## src/rtl/mirq_pkg.sv

```systemverilog
// ----------------------------------------------------------------------------
// mirq_pkg
// shared types, command codes, register addresses and exram modes
// ----------------------------------------------------------------------------
`timescale 1ns / 1ps

package mirq_pkg;

    // item command codes
    typedef enum logic [1:0] {
        CMD_WRITE = 2'd0,
        CMD_READ  = 2'd1,
        CMD_LINE  = 2'd2,
        CMD_STOP  = 2'd3
    } t_cmd;

    // exram access modes
    localparam logic [1:0] MODE_RAM_RW = 2'd2;
    localparam logic [1:0] MODE_RAM_RO = 2'd3;
    localparam logic [7:0] MODE_MASK   = 8'h03;

    // cpu register addresses
    localparam logic [15:0] ADDR_MODE  = 16'h5104;
    localparam logic [15:0] ADDR_CMP   = 16'h5203;
    localparam logic [15:0] ADDR_STAT  = 16'h5204;
    localparam logic [15:0] ADDR_MULA  = 16'h5205;
    localparam logic [15:0] ADDR_MULB  = 16'h5206;
    localparam logic [15:0] EXRAM_BASE = 16'h5C00;
    localparam logic [15:0] EXRAM_LAST = 16'h5FFF;

    // status and enable bit positions
    localparam int STAT_PEND_BIT  = 7;
    localparam int STAT_FRAME_BIT = 6;
    localparam int EN_BIT         = 7;

    localparam int         EXRAM_DEPTH_DEF = 1024;
    localparam logic [7:0] EXRAM_FILL      = 8'hFF;

endpackage

```

## src/rtl/mirq_regs.sv

```systemverilog
// ----------------------------------------------------------------------------
// mirq_regs
// irq, multiplier and mode registers; decodes one item and forms its result
// ----------------------------------------------------------------------------
`timescale 1ns / 1ps

module mirq_regs #(
    parameter int EXRAM_DEPTH = mirq_pkg::EXRAM_DEPTH_DEF,
    localparam int IDX_W = $clog2(EXRAM_DEPTH)
) (
    input  logic             i_clk,
    input  logic             i_rst_n,
    input  logic             i_commit,
    input  logic [1:0]       i_command,
    input  logic [15:0]      i_address,
    input  logic [7:0]       i_write_data,
    input  logic [7:0]       i_ram_rdata,
    output logic [7:0]       o_read_data,
    output logic             o_irq,
    output logic             o_ram_we,
    output logic [IDX_W-1:0] o_ram_widx,
    output logic [7:0]       o_ram_wdata
);

    logic       r_irq_enable, n_irq_enable;
    logic       r_irq_pending, n_irq_pending;
    logic       r_in_frame, n_in_frame;
    logic       r_irq_line, n_irq_line;
    logic [7:0] r_line_count, n_line_count;
    logic [7:0] r_compare_line, n_compare_line;
    logic [7:0] r_factor_a, n_factor_a;
    logic [7:0] r_factor_b, n_factor_b;
    logic [1:0] r_exram_mode, n_exram_mode;

    logic [15:0] product;
    logic [15:0] ram_off;
    logic        in_exram;
    logic        mode_gated;
    logic [7:0]  line_inc;
    logic [7:0]  rd;
    logic        ram_we;
    logic [7:0]  ram_wdata;

    assign product    = 16'(r_factor_a) * 16'(r_factor_b);
    assign ram_off    = i_address - mirq_pkg::EXRAM_BASE;
    assign in_exram   = (i_address >= mirq_pkg::EXRAM_BASE) &&
                        (i_address <= mirq_pkg::EXRAM_LAST);
    assign mode_gated = (r_exram_mode != mirq_pkg::MODE_RAM_RW) &&
                        (r_exram_mode != mirq_pkg::MODE_RAM_RO);
    assign line_inc   = r_line_count + 8'd1;

    always_comb begin
        n_irq_enable   = r_irq_enable;
        n_irq_pending  = r_irq_pending;
        n_in_frame     = r_in_frame;
        n_irq_line     = r_irq_line;
        n_line_count   = r_line_count;
        n_compare_line = r_compare_line;
        n_factor_a     = r_factor_a;
        n_factor_b     = r_factor_b;
        n_exram_mode   = r_exram_mode;
        rd             = 8'h00;
        ram_we         = 1'b0;
        ram_wdata      = i_write_data;

        case (mirq_pkg::t_cmd'(i_command))
            mirq_pkg::CMD_WRITE: begin
                if (i_address == mirq_pkg::ADDR_MODE) begin
                    n_exram_mode = 2'(i_write_data & mirq_pkg::MODE_MASK);
                end else if (i_address == mirq_pkg::ADDR_CMP) begin
                    n_compare_line = i_write_data;
                end else if (i_address == mirq_pkg::ADDR_STAT) begin
                    n_irq_enable = i_write_data[mirq_pkg::EN_BIT];
                    if (i_write_data[mirq_pkg::EN_BIT] && r_irq_pending) begin
                        n_irq_line = 1'b1;
                    end
                end else if (i_address == mirq_pkg::ADDR_MULA) begin
                    n_factor_a = i_write_data;
                end else if (i_address == mirq_pkg::ADDR_MULB) begin
                    n_factor_b = i_write_data;
                end else if (in_exram) begin
                    if (mode_gated) begin
                        ram_we    = 1'b1;
                        ram_wdata = r_in_frame ? i_write_data : 8'h00;
                    end else if (r_exram_mode == mirq_pkg::MODE_RAM_RW) begin
                        ram_we = 1'b1;
                    end
                end
            end
            mirq_pkg::CMD_READ: begin
                if (i_address == mirq_pkg::ADDR_STAT) begin
                    rd[mirq_pkg::STAT_PEND_BIT]  = r_irq_pending;
                    rd[mirq_pkg::STAT_FRAME_BIT] = r_in_frame;
                    n_irq_pending = 1'b0;
                    n_irq_line    = 1'b0;
                end else if (i_address == mirq_pkg::ADDR_MULA) begin
                    rd = product[7:0];
                end else if (i_address == mirq_pkg::ADDR_MULB) begin
                    rd = product[15:8];
                end else if (in_exram && !mode_gated) begin
                    rd = i_ram_rdata;
                end
            end
            mirq_pkg::CMD_LINE: begin
                if (!r_in_frame) begin
                    n_in_frame    = 1'b1;
                    n_irq_pending = 1'b0;
                    n_line_count  = 8'd0;
                    n_irq_line    = 1'b0;
                end else begin
                    n_line_count = line_inc;
                    if (line_inc == r_compare_line) begin
                        n_irq_pending = 1'b1;
                        if (r_irq_enable) begin
                            n_irq_line = 1'b1;
                        end
                    end
                end
            end
            mirq_pkg::CMD_STOP: begin
                n_in_frame = 1'b0;
            end
            default: begin
                n_in_frame = r_in_frame;
            end
        endcase
    end

    always_ff @(posedge i_clk) begin
        if (!i_rst_n) begin
            r_irq_enable   <= 1'b0;
            r_irq_pending  <= 1'b0;
            r_in_frame     <= 1'b0;
            r_irq_line     <= 1'b0;
            r_line_count   <= 8'd0;
            r_compare_line <= 8'd0;
            r_factor_a     <= 8'd0;
            r_factor_b     <= 8'd0;
            r_exram_mode   <= 2'd0;
        end else if (i_commit) begin
            r_irq_enable   <= n_irq_enable;
            r_irq_pending  <= n_irq_pending;
            r_in_frame     <= n_in_frame;
            r_irq_line     <= n_irq_line;
            r_line_count   <= n_line_count;
            r_compare_line <= n_compare_line;
            r_factor_a     <= n_factor_a;
            r_factor_b     <= n_factor_b;
            r_exram_mode   <= n_exram_mode;
        end
    end

    assign o_read_data = rd;
    assign o_irq       = n_irq_line;
    assign o_ram_we    = ram_we && i_commit;
    assign o_ram_widx  = ram_off[IDX_W-1:0];
    assign o_ram_wdata = ram_wdata;

endmodule

```

## config.mk

```make
export PLATFORM = sky130hd
export DESIGN_NAME = mirq_regs
export DESIGN_NICKNAME = d
export VERILOG_FILES = /design/src/rtl/mirq_pkg.sv /design/src/rtl/mirq_regs.sv
export SDC_FILE = /design/constraint.sdc
export NUM_CORES = 1
export LEC_CHECK = 0
export BUFFER_PORTS_ARGS = -buffer_cell sky130_fd_sc_hd__buf_2
export CAP_MARGIN = 0
export CELL_PAD_IN_SITES_DETAIL_PLACEMENT = 0
export CELL_PAD_IN_SITES_GLOBAL_PLACEMENT = 1
export CORE_ASPECT_RATIO = 1.2
export CORE_UTILIZATION = 45
export CTS_BUF_LIST = sky130_fd_sc_hd__clkbuf_8 sky130_fd_sc_hd__clkbuf_16
export CTS_CLUSTER_SIZE = 40
export DETAILED_ROUTE_END_ITERATION = 6
export PLACE_DENSITY = 0.88
export RECOVER_POWER = 25
export SYNTH_ARGS = -nofsm -noshare
export SYNTH_HDL_FRONTEND = slang
export SYNTH_SLANG_ARGS = --single-unit
```

## constraint.sdc

```tcl
create_clock -name i_clk -period 6.7 [get_ports i_clk]
set_input_delay 1.34 -clock i_clk [delete_from_list [all_inputs] [get_ports i_clk]]
set_output_delay 1.34 -clock i_clk [all_outputs]
set_load 0.03 [all_outputs]
```

# == Word-level counts from Yosys, hierarchy flattened ==
# Cells that the tools add are included.
# op_classes
addsub,2
n_mul,1
magnitude_cmp,2
n_eq_ne,14
mux,39
bitwise_logic,4
reduce_logical,17
# op_table
cell,count
$mux W8,14
$eq A16 B15 Y1 const B,5
$mux W1,20
$ge A16 B15 Y1 const B,1
$le A16 B15 Y1 const B,1
$mul A8 B8 Y16,1
$sub A10 B1 Y10 const B,1
$add A8 B1 Y8 const B,1
$eq A8 B8 Y1,1
$reduce_and A4 Y1,2
$reduce_and A7 Y1,1
$eq A2 B2 Y1 const B,3
$mux W6,1
$ne A2 B2 Y1 const B,3
$reduce_and A6 Y1,1
$logic_and A1 B1 Y1,5
$reduce_and A5 Y1,1
$not A1 Y1,4
$pmux W1 S2,2
$reduce_and A2 Y1,2
$reduce_bool A2 Y1,2
$ne A3 B3 Y1 const B,1
$pmux W1 S3,1
$reduce_and A3 Y1,1
other kinds (4),4
# word_totals
regBits,38
inputBits,37
out_inout_bits,28
elab_cells,88

# == Logic depth before layout (Yosys ltp) ==
# logic_depth
depth_word,11
depth_mapped,16
mapped_depth_nobuf,16

# == Worst setup path before layout ==
# No wires, ideal clock.
# synth_timing
kind,flip-flop to output port
startpoint,register r_factor_a[5]
endpoint,output port o_read_data[5]
t_arrival_ps,4770
t_required_ps,5360
setup_slack_ps,590
stages_incl_launch_ff,16
path_buffers,1
path_cell_list,dfxtp_1 -> clkbuf_1 -> and2_1 -> fa_1 -> fa_1 -> fa_1 -> inv_1 -> fa_1 -> inv_1 -> ha_1 -> a2111oi_0 -> o21ai_0 -> a221oi_1 -> xnor2_1 -> a21oi_1 -> a211oi_1
# synth_via
elab_chain_cells,5
# synth_lines
item,line,text
"start, declared",mirq_regs.sv:31,"logic [7:0] r_factor_a, n_factor_a;"
"start signal, assigned",mirq_regs.sv:147,r_factor_a <= n_factor_a;
$mul A8 B8 Y16 *,mirq_regs.sv:44,assign product = 16'(r_factor_a) * 16'(r_factor_b);
$mux W8,mirq_regs.sv:98,end else if (i_address == mirq_pkg::ADDR_MULB) begin
$mux W8 *,mirq_regs.sv:96,end else if (i_address == mirq_pkg::ADDR_MULA) begin
$mux W6 *,mirq_regs.sv:91,if (i_address == mirq_pkg::ADDR_STAT) begin
$mux W8 *,mirq_regs.sv:66,case (mirq_pkg::t_cmd'(i_command))
"end, declared",mirq_regs.sv:18,"output logic [7:0] o_read_data,"
# Mark *: on every way between the ends. The rest lies on a longest branch, timed or not.

# == Worst setup path in the final report ==
# layout_timing
startpoint,register r_factor_a[6]
endpoint,output port o_read_data[5]
# layout_via
elab_chain_cells,5
# layout_lines
item,line
$mul A8 B8 Y16,mirq_regs.sv:44
$mux W8,mirq_regs.sv:98
$mux W8,mirq_regs.sv:96
$mux W6,mirq_regs.sv:91
$mux W8,mirq_regs.sv:66
# No other way between the ends.

==> metrics.cfg <==
[status]
status = completed

[setup_path]
critPathLaunchType = flip-flop
r2r_slack_ps = 4630
critical_path_cell_count = 15
slowest_stage = fa_1
critPathRequiredTime_ps = 5360
worst_setup_path_end_kind = output pin
cp_cell_sequence = and2_1, fa_1, fa_1, fa_1, inv_1, fa_1, inv_1, ha_1, a2111oi_0, o21ai_0, a221oi_1, xnor2_1, a21oi_1, a211oi_1, buf_2
critPathBufInv = 3
crit_type = flip-flop to output pin
worst-path-max-fanout = 9
critPathTopFamily = adder cells
critPathArrivalTime_ps = 5000
reg2reg_depth = 7
cp_common_cell = fa_1
max_stage_delay_ps = 550

[logic_synthesis]
synthesis.nets = 635
synth-seq-cells = 38
syn-cell-area_mm2 = 0.00454
synth_area_leaders = dfxtp_1, fa_1, ha_1
yosysTopAreaCell = dfxtp_1
avgSynthCellArea_um2 = 8.64
synth_cells = 525
yosysWarningCount = 0
yosysSeqAreaShare = 0.168
synth-edff-count = 0
synth_commonest_cells = inv_1, and2_1, nand2_1
yosys.cell_types.count = 64
ys.flop_type = dfxtp_1
synth.most_common_cell = inv_1
synthArstFlopShare = 0
synth_top_area_share = 0.168

[sta]
fmax_mhz = 158
relSlewSlack = 0.396
setup_viol = 0
finalCritPeriodShare = 0.946
slew_viol_final = 0
hold_violations = 0
tightest_slew_ps = 903
skew_ps = 3.88
rsz0062_at_grt = no
fin_setup_tns_ps = 0
post-route-min-period_ps = 6340

[global_routing]
gr-total-overflow = 0
grt_pass1_vias = 3663
grt_pass1_wl_um = 17600
grt_use_total = 0.211
antenna_found_initial = 0
grt_max_degree = 39

[pwr]
p_total_uw = 528
p_per_area_mw_per_mm2 = 105
worst_ir_drop_vdd_v = 0.000137
power_leakage_nw = 2.26

[routing]
viasPerCell = 5.38
drt_pre_antenna_iters = 4
post_drt_wl_per_cell_um = 14.9
vias = 3761
drc = 0
drt-initial-drc-count = 182
ant_nets = 0
drt_wl_total_um = 10400

[layout]
final_cells = 699
fin_util = 0.518
n_fill_cell = 945
diodes = 0
nets = 685
area_delta_synth_final_pct = 10.4
drive_gt1_frac = 0.156

[place]
hpwl_um = 8400
placed_cells = 690
gp_congestion = 0.895
port_buffers = 64

[clock_network]
cts_root_buffer = clkbuf_16
numCtsBuffers = 5
cts_max_level = 2
hold_buffers = 0
clk_pin_slew_ps = 60
cts_sinks = 38
clk_latency_ps = 280
tritoncts = done
clockBufferDepth = 2

[worst_hold_path]
hp-class = flip-flop to flip-flop
whs_path_depth = 2

[die]
pin_count = 65
start_util = 0.470
core-area_mm2 = 0.00966
die_x_um = 93.7
fp-row-count = 39
die_y_um = 112
die-area_mm2 = 0.0105

[flow_run]
drv_cap = 0

[worst reg2reg max path: stages (launching register included)]
cell and delay, ps:
dfxtp_1 440, ha_1 300, xor2_1 150, a2111oi_0 370, nand2_1 90, a211oi_1 330
nand4_1 180, a21oi_1 140
[power breakdown]
part | switching [mW] | internal [mW]
sequential | 0.00102 | 0.227
combinational | 0.0383 | 0.0226
clock | 0.0930 | 0.146
total | 0.132 | 0.395
[worst paths after layout]
kind,from,to
setup / recovery,r_factor_a[6],o_read_data[5]
hold / removal,r_in_frame,r_in_frame
setup reg to reg,r_line_count[0],r_irq_line
hold reg to reg,r_in_frame,r_in_frame
[metrics by stage]
step / hold WS, ps / setup slack [ps] / cell area [um2]
6_report: 507 / 359 / 5010
5_1_grt: 529 / 14.6 / 5010
4_1_cts: 513 / 380 / 5020
3_5_place_dp: 503 / 713 / 4870
3_3_place_gp: 493 / 811 / 4870
2_1_floorplan: 454 / 590 / 4540
[layout by cell type (no fill, tap or decap), drive strengths merged, types with 4 or more instances in the layout]
cell	Yosys	final
dfxtp	38	38
nand2	48	48
a21o	6	6
nand3	8	8
nor2	18	18
xnor2	16	16
buf	13	63
ha	37	37
xor2	4	4
mux2i	28	28
a21boi	8	8
and2	49	49
a2111oi	4	4
and4	4	4
or3	7	7
nor2b	38	38
clkbuf	9	8
a21oi	19	19
nand4	7	7
inv	57	58
and3	6	6
o21ai	17	17
fa	36	36
a211oi	6	6
[state kept, by name (all words and copies together), names as in the netlist]
signal,cells
r_compare_line,8
r_exram_mode,2
r_factor_a,8
r_factor_b,8
r_in_frame,1
r_irq_enable,1
r_irq_line,1
r_irq_pending,1
r_line_count,8
[routing by layer]
| metal | vias up | global-route usage | share of wire |
|---|---|---|---|
| met3 | 15 | 0.0328 | 0.048 |
| met2 | 84 | 0.382 | 0.52 |
| met1 | 1790 | 0.258 | 0.42 |
| met4 | 0 | 0.0513 | 0.015 |
| li1 | 1872 | - | - |
| met5 | - | 0 | 0 |
[timing repair]
action                                  CTS  global route
endpoints found under the setup margin    0             1
endpoints found under the hold margin     0             0
resized for setup                         0             4
setup buffers                             0             1
[cells by family after synthesis]
logic type | Yosys count | share of synthesized area
flip-flops | 38 | 0.168
buffers and inverters | 79 | 0.0780
AND/OR/NAND/NOR | 205 | 0.272
AO/OA/AOI/OAI | 82 | 0.121
multiplexers | 28 | 0.0618
adder cells (fa/ha/maj) | 73 | 0.261
XOR/XNOR | 20 | 0.0386
[layout make-up]
class	instances	area (um2)	share of cell area
Clock buffer	6	139	0.0277
Clock inverter	2	8.76	0.00175
Inverter	57	214	0.0427
Multi-Input combinational cell	408	3400	0.679
Sequential cell	38	766	0.153
Tap cell	123	154	0.0307
Timing Repair Buffer	65	325	0.0650
(Power assumes the default switching activity.)
